`src/hdl/igs_pkg.sv`:
```
// ----------------------------------------------------------------------------
// igs_pkg
// Shared constants, widths and types of the importance-gated vector store.
// ----------------------------------------------------------------------------
`default_nettype none

package igs_pkg;

  // Store geometry.
  parameter int CAPACITY = 8;
  parameter int DIM      = 16;
  parameter int TOPK_MAX = 4;

  // Field widths.
  parameter int VAL_W = 16;
  parameter int IMP_W = 16;
  parameter int THR_W = 16;
  parameter int LIM_W = 4;
  parameter int RC_W  = 3;

  // Derived widths.
  parameter int POS_W  = (CAPACITY > 0) ? $clog2(CAPACITY + 1) : 1;
  parameter int CNT_W  = $clog2(CAPACITY + 2);
  parameter int EW     = (DIM > 1) ? $clog2(DIM) : 1;
  parameter int ECW    = $clog2(DIM + 1);
  parameter int K_W    = $clog2(TOPK_MAX + 1);
  parameter int SQ_W   = 31 + $clog2(DIM);
  parameter int DOT_W  = SQ_W + 1;
  parameter int RT_W   = (SQ_W + 1) / 2;
  parameter int PR_W   = 2 * RT_W;
  parameter int DV_W   = DOT_W + 16;
  parameter int SIM_W  = DV_W + 1;
  parameter int RAM_D  = (CAPACITY + 1) * DIM;
  parameter int RAM_AW = $clog2(RAM_D);

  // Configuration register indexes.
  typedef enum logic [1:0] {
    CFG_THRESHOLD = 2'd0,
    CFG_LIMIT     = 2'd1,
    CFG_RESULTS   = 2'd2
  } cfg_idx_t;

  // Configuration held at the top level.
  typedef struct packed {
    logic [THR_W-1:0] thr;
    logic [LIM_W-1:0] lim;
    logic [RC_W-1:0]  rcnt;
  } cfg_t;

  // Command handed from the front part to the back part.
  typedef struct packed {
    logic             valid;
    logic             query;
    logic [IMP_W-1:0] imp;
  } cmd_t;

endpackage

`default_nettype wire

```
`src/hdl/igs_front.sv`:
```
// ----------------------------------------------------------------------------
// igs_front
// Collects vector elements into the staging buffer and hands a finished
// vector to the back part as a store or query command.
// ----------------------------------------------------------------------------
`default_nettype none

module igs_front
  import igs_pkg::*;
(
  input  wire logic              clk,
  input  wire logic              rst_n,
  input  wire logic              in_valid,
  output logic                   in_stall,
  input  wire logic              in_mode,
  input  wire logic [VAL_W-1:0]  in_elem_value,
  input  wire logic [IMP_W-1:0]  in_importance,
  input  wire logic              in_last,
  output cmd_t                   cmd,
  input  wire logic              cmd_take,
  input  wire logic              stg_free,
  input  wire logic [EW-1:0]     stg_addr,
  output logic      [VAL_W-1:0]  stg_data
);

  logic [VAL_W-1:0] stg_r [DIM];
  logic [ECW-1:0]   cnt_r;
  logic             busy_r;
  cmd_t             cmd_r;
  logic             acc;

  assign acc      = in_valid && !in_stall;
  assign in_stall = busy_r;

  // Staging buffer: write the arriving element, zero the tail on the last one.
  always_ff @(posedge clk) begin
    if (acc) begin
      for (int i = 0; i < DIM; i++) begin
        if (ECW'(i) == cnt_r) begin
          stg_r[i] <= in_elem_value;
        end else if (in_last && (ECW'(i) > cnt_r)) begin
          stg_r[i] <= '0;
        end
      end
    end
  end

  // Element counter, command slot and busy flag.
  always_ff @(posedge clk) begin
    if (!rst_n) begin
      cnt_r       <= '0;
      busy_r      <= 1'b0;
      cmd_r.valid <= 1'b0;
    end else begin
      if (cmd_take) begin
        cmd_r.valid <= 1'b0;
      end
      if (stg_free) begin
        busy_r <= 1'b0;
      end
      if (acc) begin
        if (in_last) begin
          cnt_r       <= '0;
          busy_r      <= 1'b1;
          cmd_r.valid <= 1'b1;
          cmd_r.query <= in_mode;
          cmd_r.imp   <= in_importance;
        end else if (cnt_r < ECW'(DIM)) begin
          cnt_r <= cnt_r + 1'b1;
        end
      end
    end
  end

  assign cmd      = cmd_r;
  assign stg_data = stg_r[stg_addr];

endmodule

`default_nettype wire

```
`config.mk`:
```
export PLATFORM = sky130hd
export DESIGN_NAME = igs_front
export DESIGN_NICKNAME = d
export VERILOG_FILES = /design/src/hdl/igs_pkg.sv /design/src/hdl/igs_front.sv
export SDC_FILE = /design/constraint.sdc
export NUM_CORES = 1
export LEC_CHECK = 0
export BUFFER_PORTS_ARGS = -buffer_cell sky130_fd_sc_hd__buf_2
export CELL_PAD_IN_SITES_DETAIL_PLACEMENT = 1
export CELL_PAD_IN_SITES_GLOBAL_PLACEMENT = 1
export CORE_MARGIN = 3
export CORE_UTILIZATION = 50
export CTS_CLUSTER_SIZE = 10
export DETAILED_ROUTE_END_ITERATION = 8
export MAX_ROUTING_LAYER = met4
export PLACE_DENSITY_LB_ADDON = 0.1
export SYNTH_ARGS = -nofsm -noshare
export SYNTH_HDL_FRONTEND = slang
export SYNTH_SLANG_ARGS = --single-unit
```
`constraint.sdc`:
```
create_clock -name clk -period 4.4 [get_ports clk]
set_input_delay 0.44 -clock clk [delete_from_list [all_inputs] [get_ports clk]]
set_output_delay 0.44 -clock clk [all_outputs]
set_load 0.02 [all_outputs]
```
# After elaboration in Yosys (flattened, before gate mapping)
# Memory sizes are Yosys's and may differ from the RTL's.
# Index checks and enable logic that the tools add are counted.
[classes]
add_sub_neg = 1
magnitude_cmp = 17
n_eq_ne = 15
n_mux = 136
bitwise_logic = 16
reduce_logical = 22
[ops]
columns = ["op", "count"]
rows = [
  ["$mux W16", 16],
  ["$mux W1", 116],
  ["$eq A4 B5 Y1 const A", 8],
  ["$gt A4 B5 Y1 const A", 8],
  ["$mux W18", 2],
  ["$eq A3 B5 Y1 const A", 4],
  ["$gt A3 B5 Y1 const A", 4],
  ["$logic_and A1 B1 Y1", 17],
  ["$or A1 B1 Y1", 16],
  ["$eq A2 B5 Y1 const A", 2],
  ["$gt A1 B5 Y1 const A", 2],
  ["$gt A2 B5 Y1 const A", 2],
  ["$mux W5", 2],
  ["$add A5 B1 Y5 const B", 1],
  ["$eq A1 B5 Y1 const A", 1],
  ["$logic_not A5 Y1", 1],
  ["$lt A5 B5 Y1 const B", 1],
  ["$reduce_and A3 Y1", 1],
  ["$reduce_and A2 Y1", 1],
  ["$reduce_bool A2 Y1", 1],
  ["$logic_not A1 Y1", 1],
]
[totals]
ff_bits = 24
mem_bits_rw = 256
input_bits = 43
out_inout_bits = 35
word_cells = 213
n_memories = 1
[memory_table]
columns = ["memory", "depth", "word_bits", "rd", "rd_clocked_by_memory_dff", "wr", "line_no", "rtl"]
rows = [
  ["stg_r", 16, 16, 1, 0, 16, "igs_front.sv:26", "logic [VAL_W-1:0] stg_r [DIM];"],
]

# Logic depth before layout (Yosys ltp)
# Gate-level depths: netlist of the first run.
[logic_depth]
depth_word = 7
depth_mapped = 8
ltp_nobuf = 6

# Worst setup path after synthesis of the first run
# OpenSTA, ideal clock, no wires.
[synth_path]
kind = "in2reg"
start = "input in_last"
end = "memory stg_r[7][0], enable pin"
setup_ps = 430
arrival_ps = 2322
slack_ps = 1647
cell_stages = 3
path_cell_list = "clkbuf_1 > a21oi_1 > nor4_1"
[synth_lines]
columns = ["item", "line_no", "rtl"]
rows = [
  ["start, declared", "igs_front.sv:18", "input wire logic in_last,"],
  ["end, declared", "igs_front.sv:26", ""],
]

==> results of run 1 <==
cell type report:
class | instances | area share
multi-input combinational | 481 | 0.290
inverter | 5 | 0.00132
sequential | 280 | 0.573
timing repair buffer | 96 | 0.0381
clock buffer | 53 | 0.0675
tap | 324 | 0.0284
antenna | 1 | 0.000175
clock inverter | 1 | 0.000614
Yosys cell counts (all sizes together) (2+ instances only):
| cell | count | area share |
|---|---|---|
| nand2b | 4 | 0.0020 |
| mux2i | 17 | 0.014 |
| and2 | 182 | 0.091 |
| o21a | 2 | 0.0012 |
| nand3 | 5 | 0.0030 |
| dfxtp | 23 | 0.037 |
| mux4 | 64 | 0.11 |
| inv | 5 | 0.0015 |
| nand2 | 30 | 0.0090 |
| buf | 19 | 0.0077 |
| nor3b | 3 | 0.0027 |
| a21boi | 3 | 0.0018 |
| a22oi | 34 | 0.020 |
| clkbuf | 43 | 0.013 |
| nor2 | 22 | 0.0066 |
| ha | 3 | 0.0030 |
| nor3 | 9 | 0.0048 |
| edfxtp | 257 | 0.61 |
| a21oi | 8 | 0.0035 |
| nor4 | 2 | 0.0010 |
| nand4 | 2 | 0.0010 |
| o21ai | 11 | 0.0044 |
| nor2b | 69 | 0.034 |
worst min-delay path by stage:
stage	to	slack (ps)	cells after the start
6_report	cmd[4]	120	1
3_3_place_gp	stg_r[8][2]	470	2
5_1_grt	cmd[16]	100	1
4_1_cts	cmd[9]	100	1
2_1_floorplan	stg_r[8][0]	460	2
3_5_place_dp	stg_r[8][10]	490	2
per-stage QoR:
step                power, mW  hold slack, ps  area, sq um
floorplan                3.53             459        12600
global placement         3.73             470        13300
detailed placement       3.77             487        13300
CTS                      6.28            97.9        14300
global route             6.44             105        14300
finish                   6.22             120        14300
state kept, by name, indices dropped and copies added, names as in the netlist:
signal / count
stg_r: 256
cmd: 18
cnt_r: 5
in_stall: 1
per-layer routing:
layer	track usage	part of all wire	up-vias
met3	0.0434	0.053	52
met5	-	0	-
met1	0.344	0.42	3900
met4	0.0640	0.020	0
met2	0.434	0.51	248
li1	-	-	3211
cell families after synthesis:
| group | count (synthesis) | share of synthesized area |
|---|---|---|
| DFF | 280 | 0.651 |
| xor gates and xnor gates | 1 | 0.000697 |
| and+or+nand+nor | 334 | 0.161 |
| adders and majority gates | 3 | 0.00299 |
| buffers and inverters | 67 | 0.0220 |
| muxes | 81 | 0.128 |
| AOI/OAI and AO/OA | 62 | 0.0342 |
where the power goes:
part / switching, mW / internal, mW
combinational: 0.372 / 0.232
sequential: 0.0369 / 3.07
clock: 1.02 / 1.49
==> impl_metrics.csv, run 1 <==
group,metric,value,unit
run_status,status,"finished, final reports clean",
worst_setup_path,worstPathRequired,4510,ps
detailed_routing,drc_errors,0,
floorplan,die_y,165,um
worst_setup_path,path_class,"flop to flop",
floorplan,die_w,165,um
finish,final_core_util,0.581,
sta,tightest_slew,1240,ps
finish,multiInputGateArea,4140,sq um
finish,layout.cells.non_filler,1241,
synth,syn_nets,874,
floorplan,initial_utilization,0.512,
sta,grt_setup_unrepaired,"false",
sta,worst_slack,1490,ps
finish,final_cell_mix,"257 x edfxtp_1, 182 x and2_1, 76 x buf_2",
floorplan,core-area,24500,sq um
sta,fin_crit,2910,ps
detailed_routing,final_antenna_net_count,0,
sta,finalSetupViolCount,0,
detailed_routing,viasPerCell,5.97,
cts,cts-buffers-inserted,34,
floorplan,pin_count,78,
synth,synth.avg_cell_area,15.2,sq um
sta,skew,15.8,ps
cts,postCtsHoldBufs,0,
synth,ys_warn_count,0,
place,port_buffers,77,
synth,ys.flop_type,"edfxtp_1",
cts,cts_resized,0,
cts,cts.sinks,280,
floorplan,die-area,27100,sq um
worst_setup_path,cp.arrival,3020,ps
sta,fmax,344,MHz
detailed_routing,drtIter0Drc,693,
flow_run,maxCapViolCount,0,
synth,async_flop_share,0,
detailed_routing,drt-total-wl,33200,um
grt,grt_pass1_vias,8255,
cts,htreeDepth,2,
sta,timing.final.crit_share,0.660,
synth,synth_area,12600,sq um
finish,final_common_cell,"edfxtp_1",
worst_setup_path,r2r_slack,1490,ps
worst_setup_path,cp_slowest_cell,"nand2_1",
worst_setup_path,crit_buf_inv,1,
place,gp_congestion,0.919,
finish,num-fill-cells,2331,
worst_setup_path,cp_top_family,"simple AND/OR/NAND/NOR gates",
place,place_worst_setup_slack,1520,ps
place,place_hpwl,20000,um
finish,layout.nets,944,
detailed_routing,first_pass_iters,5,
worst_setup_path,worstPathMaxFanout,17,
detailed_routing,via_count,7411,
sta,finalHoldViolCount,0,
finish,post_route_cells_drive_above_1_share,0.236,
worst_setup_path,path_depth,6,
finish,syn_to_final_growth,13.5,%
synth,synth.distinct_cells,41,
worst_setup_path,critPathLaunchType,"flop",
finish,regArea,8180,sq um
cts,cts_tree,"done",
cts,cts_setup_buffers,0,
cts,clockBufferDepth,3,
grt,grt_overflow,0,
cts,root_buffer,"clkbuf_16",
synth,ys_seq_elements,280,
synth,yosysSeqAreaShare,0.651,
worst_setup_path,reg2reg_depth,6,
grt,grt_max_degree,65,
worst_setup_path,crit_end,"stg_r[10][10]",
cts,clk-insertion-delay-late,500,ps
pwr,vdd_drop_max,295,uV
floorplan,row_count,57,
sta,finalSetupTns,0,ps
worst_setup_path,reg2reg_to,"stg_r[10][10]",
grt,grt_usage,0.262,
synth,synth_edf_count,257,
cts,clkTransAtPathRegs,50,ps
place,dp.cells,1186,
worst_setup_path,crit_start,"cnt_r[0]",
sta,maxSlewHeadroom,0.172,
worst_setup_path,path_cells,"inv_1 -> ha_1 -> nand2b_1 -> o21ai_1 -> a2111o_1 -> nand2_1",
hold_path,hold_start,"in_importance[4]",
grt,grt_pass1_wl,50400,um
worst_setup_path,max_stage_delay,670,ps
pwr,leakagePower,5.08,nW
sta,slew_viol_final,0,
worst_setup_path,r2r_start,"cnt_r[0]",
grt,antenna_found_initial,0,
pwr,power.density,436,nW/um^2
worst_setup_path,critPathCaptureType,"flop",
detailed_routing,wl_per_cell,26.7,um
hold_path,hp-class,"input port to flop",
synth,netlist_instances,828,
Power figures use the tool's default switching activity.
==> inputs of run 2 (changes only) <==
--- a/config.mk
+++ b/config.mk
@@ -5,11 +5,12 @@
 export SDC_FILE = /design/constraint.sdc
 export NUM_CORES = 1
 export LEC_CHECK = 0
+export ABC_AREA = 1
 export BUFFER_PORTS_ARGS = -buffer_cell sky130_fd_sc_hd__buf_2
 export CELL_PAD_IN_SITES_DETAIL_PLACEMENT = 1
 export CELL_PAD_IN_SITES_GLOBAL_PLACEMENT = 1
 export CORE_MARGIN = 3
-export CORE_UTILIZATION = 50
+export CORE_UTILIZATION = 47
 export CTS_CLUSTER_SIZE = 10
 export DETAILED_ROUTE_END_ITERATION = 8
 export MAX_ROUTING_LAYER = met4
==> constraint.sdc (replaced) <==
create_clock -name clk -period 2.7 [get_ports clk]
set_input_delay 0.27 -clock clk [delete_from_list [all_inputs] [get_ports clk]]
set_output_delay 0.27 -clock clk [all_outputs]
set_load 0.02 [all_outputs]
==> run 2 against run 1 <==
Effect of this change: via count increased by 55%; final cell count up 73%; hold slack worse by 31 ps; clock skew decreased by 3.0 ps; non-clock buffer count is 46 higher; first-iteration DRC count is 54% higher; synthesized cell count grew 100%; core utilization decreased by 2.6 points; clock power grew 69%; highest routed layer unchanged.
==> impl_metrics.csv, run 2 <==
group,metric,value,unit
place,place_hpwl,29500,um
run_status,status,"finished, final reports clean",
synth,synth-simple-area-share,0.276,
grt,grt_pass1_wl,70900,um
synth,yosysSeqAreaShare,0.584,
grt,antenna_found_initial,0,
finish,syn_to_final_growth,15.0,%
pwr,power.density,659,nW/um^2
place,gp_congestion,0.874,
pwr,p_comb_frac,0.125,
finish,num-fill-cells,3446,
cts,htreeDepth,2,
sta,fmax,453,MHz
detailed_routing,viasPerCell,5.35,
synth,synth_top_cell_by_area,"edfxtp_1",
floorplan,row_count,62,
worst_setup_path,cp.arrival,2440,ps
flow_run,maxCapViolCount,0,
finish,final_common_cell,"nand2_1",
synth,synth_xor_xnor_area_share,0,
finish,post_route_cells_drive_above_1_share,0.116,
sta,timing.final.crit_share,0.818,
sta,finalSetupViolCount,0,
place,place_worst_setup_slack,539,ps
worst_setup_path,reg2reg_to,"stg_r[6][1]",
grt,grt_pass1_vias,11707,
synth,synth.avg_cell_area,8.41,sq um
detailed_routing,first_pass_iters,5,
synth,ys_seq_elements,280,
cts,cts.sinks,280,
synth,synthAdderAreaFrac,0.00268,
floorplan,core-area,29000,sq um
finish,largest_reg_flops,256,
floorplan,die_w,179,um
synth,synth_compound_area_frac,0.00911,
cts,clk-insertion-delay-late,520,ps
worst_setup_path,r2r_slack,490,ps
sta,fin_hold_ws,88.5,ps
finish,multiInputGateArea,4070,sq um
grt,grt_max_degree,72,
sta,finalHoldViolCount,0,
floorplan,die-area,31900,sq um
pwr,p_seq_frac,0.477,
worst_setup_path,crit_start,"cnt_r[0]",
detailed_routing,drtIter0Drc,1064,
pwr,clkPwrFrac,0.398,
sta,fin_crit,2210,ps
detailed_routing,final_antenna_net_count,0,
floorplan,pin_count,78,
floorplan,initial_utilization,0.483,
sta,grt_setup_unrepaired,"false",
cts,clockBufferDepth,3,
worst_setup_path,worstPathMaxFanout,16,
hold_path,hp-class,"input port to flop",
worst_setup_path,critPathCaptureType,"flop",
detailed_routing,drc_errors,0,
sta,maxSlewHeadroom,0.546,
synth,synthMuxAreaShare,0,
sta,slew_viol_final,0,
sta,finalSetupTns,0,ps
synth,synth_top_family_by_area,"simple AND/OR/NAND/NOR gates",
finish,top_register,"stg_r",
finish,regArea,8180,sq um
detailed_routing,wl_per_cell,22.0,um
worst_setup_path,reg2reg_depth,6,
grt,grt_overflow,0,
cts,cts-buffers-inserted,35,
synth,synth_top_area_frac,0.551,
sta,skew,12.8,ps
sta,tightest_slew,679,ps
worst_setup_path,worstPathRequired,2930,ps
pwr,p_sw_frac,0.259,
synth,netlist_instances,1665,
pwr,leakagePower,7.95,nW
pwr,p_int,7.87,mW
synth,ys.flop_type,"edfxtp_1",
grt,grt_usage,0.311,
synth,syn_nets,1711,
detailed_routing,via_count,11522,
synth,synth.distinct_cells,31,
synth,synth_edf_count,257,
synth,async_flop_share,0,
cts,cts_resized,0,
sta,worst_slack,491,ps
worst_setup_path,crit_end,"stg_r[6][1]",
finish,antennaDiodeCount,0,
synth,synthTopCellsByArea,"edfxtp_1 55%, nand2_1 14%, inv_1 9.5%",
worst_setup_path,critPathLaunchType,"flop",
detailed_routing,drt-total-wl,47400,um
floorplan,die_y,179,um
finish,final_cell_mix,"518 x nand2_1, 354 x inv_1, 257 x edfxtp_1",
finish,layout.nets,1797,
synth,synth_most_common_cell,"nand2_1",
cts,clkTransAtPathRegs,60,ps
cts,root_buffer,"clkbuf_16",
worst_setup_path,r2r_start,"cnt_r[0]",
synth,synthTopCellsByCount,"518 x nand2_1, 355 x inv_1, 257 x edfxtp_1",
pwr,vdd_drop_max,444,uV
pwr,power.switching,2.75,mW
place,port_buffers,77,
cts,cts_tree,"done",
synth,ys_warn_count,0,
synth,synth_area,14000,sq um
worst_setup_path,path_class,"flop to flop",
run 2: changes by cell type after synthesis, sizes merged, moves of 64 or more:
cell	change
nor2b	-69
and2	-182
nand2	+495
nor2	+129
nand3	+216
mux4	-64
inv	+355
run 2: repair_timing:
item,in CTS,in global routing
endpoints found under the hold margin,19,0
hold buffers,19,0
setup buffers,0,0
run 2: cell type report:
cell class,count,area share
clock inverter,4,0.00124
inverter,360,0.0842
sequential,280,0.507
tap,384,0.0298
clock buffer,51,0.0607
multi-input combinational,932,0.252
timing repair buffer,142,0.0643
run 2: cells by family (layout without fill, tap and decap cells):
logic type	after synthesis	after routing
buffers and inverters	453	557
DFF	280	280
AOI/OAI and AO/OA	24	24
and+or+nand+nor	905	905
adders and majority gates	3	3
run 2: stage by stage:
stage | std cells | util | area [sq um] | total power, mW
finish | 2153 | 0.555 | 16100 | 10.6
global route | 2153 | 0.555 | 16100 | 11.0
CTS | 2153 | 0.555 | 16100 | 10.7
detailed placement | 2079 | 0.514 | 14900 | 6.45
global placement | 2079 | 0.514 | 14900 | 6.39
floorplan | 1665 | - | 14000 | 5.91
run 2: how the worst min path moves through the flow:
| stage | start | to | slack, ps | cells past startpoint |
|---|---|---|---|---|
| after global placement | in_importance[7] | cmd[7] | 450 | 1 |
| after global routing | rst_n | in_stall | 100 | 3 |
| final | rst_n | in_stall | 90 | 3 |
| after detailed placement | in_importance[0] | cmd[0] | 450 | 1 |
| after floorplan | in_importance[0] | cmd[0] | 370 | 0 |
| after CTS | rst_n | in_stall | 80 | 3 |
run 2: metal layers:
layer / vias to the layer above / track usage / routed length, um
met5: - / - / 0
met4: 0 / 0.0844 / 1150
met3: 78 / 0.0432 / 3640
met2: 453 / 0.506 / 22600
met1: 5715 / 0.412 / 20100
li1: 5276 / - / -
run 2: worst max-delay path, cell delays in order, from the launching register on:
cell and delay, ps:
dfxtp_1 510, inv_1 150, ha_1 280, nand3_1 160, nand2_1 150, nor2_4 570
nor2_1 100
run 2: power groups by stage:
stage,combinational [mW],clock (mW),sequential (mW)
after floorplan,0.757,0,5.15
after global placement,1.25,0,5.15
after detailed placement,1.29,0,5.16
after CTS,1.32,4.28,5.07
after global routing,1.45,4.42,5.08
final,1.33,4.23,5.07
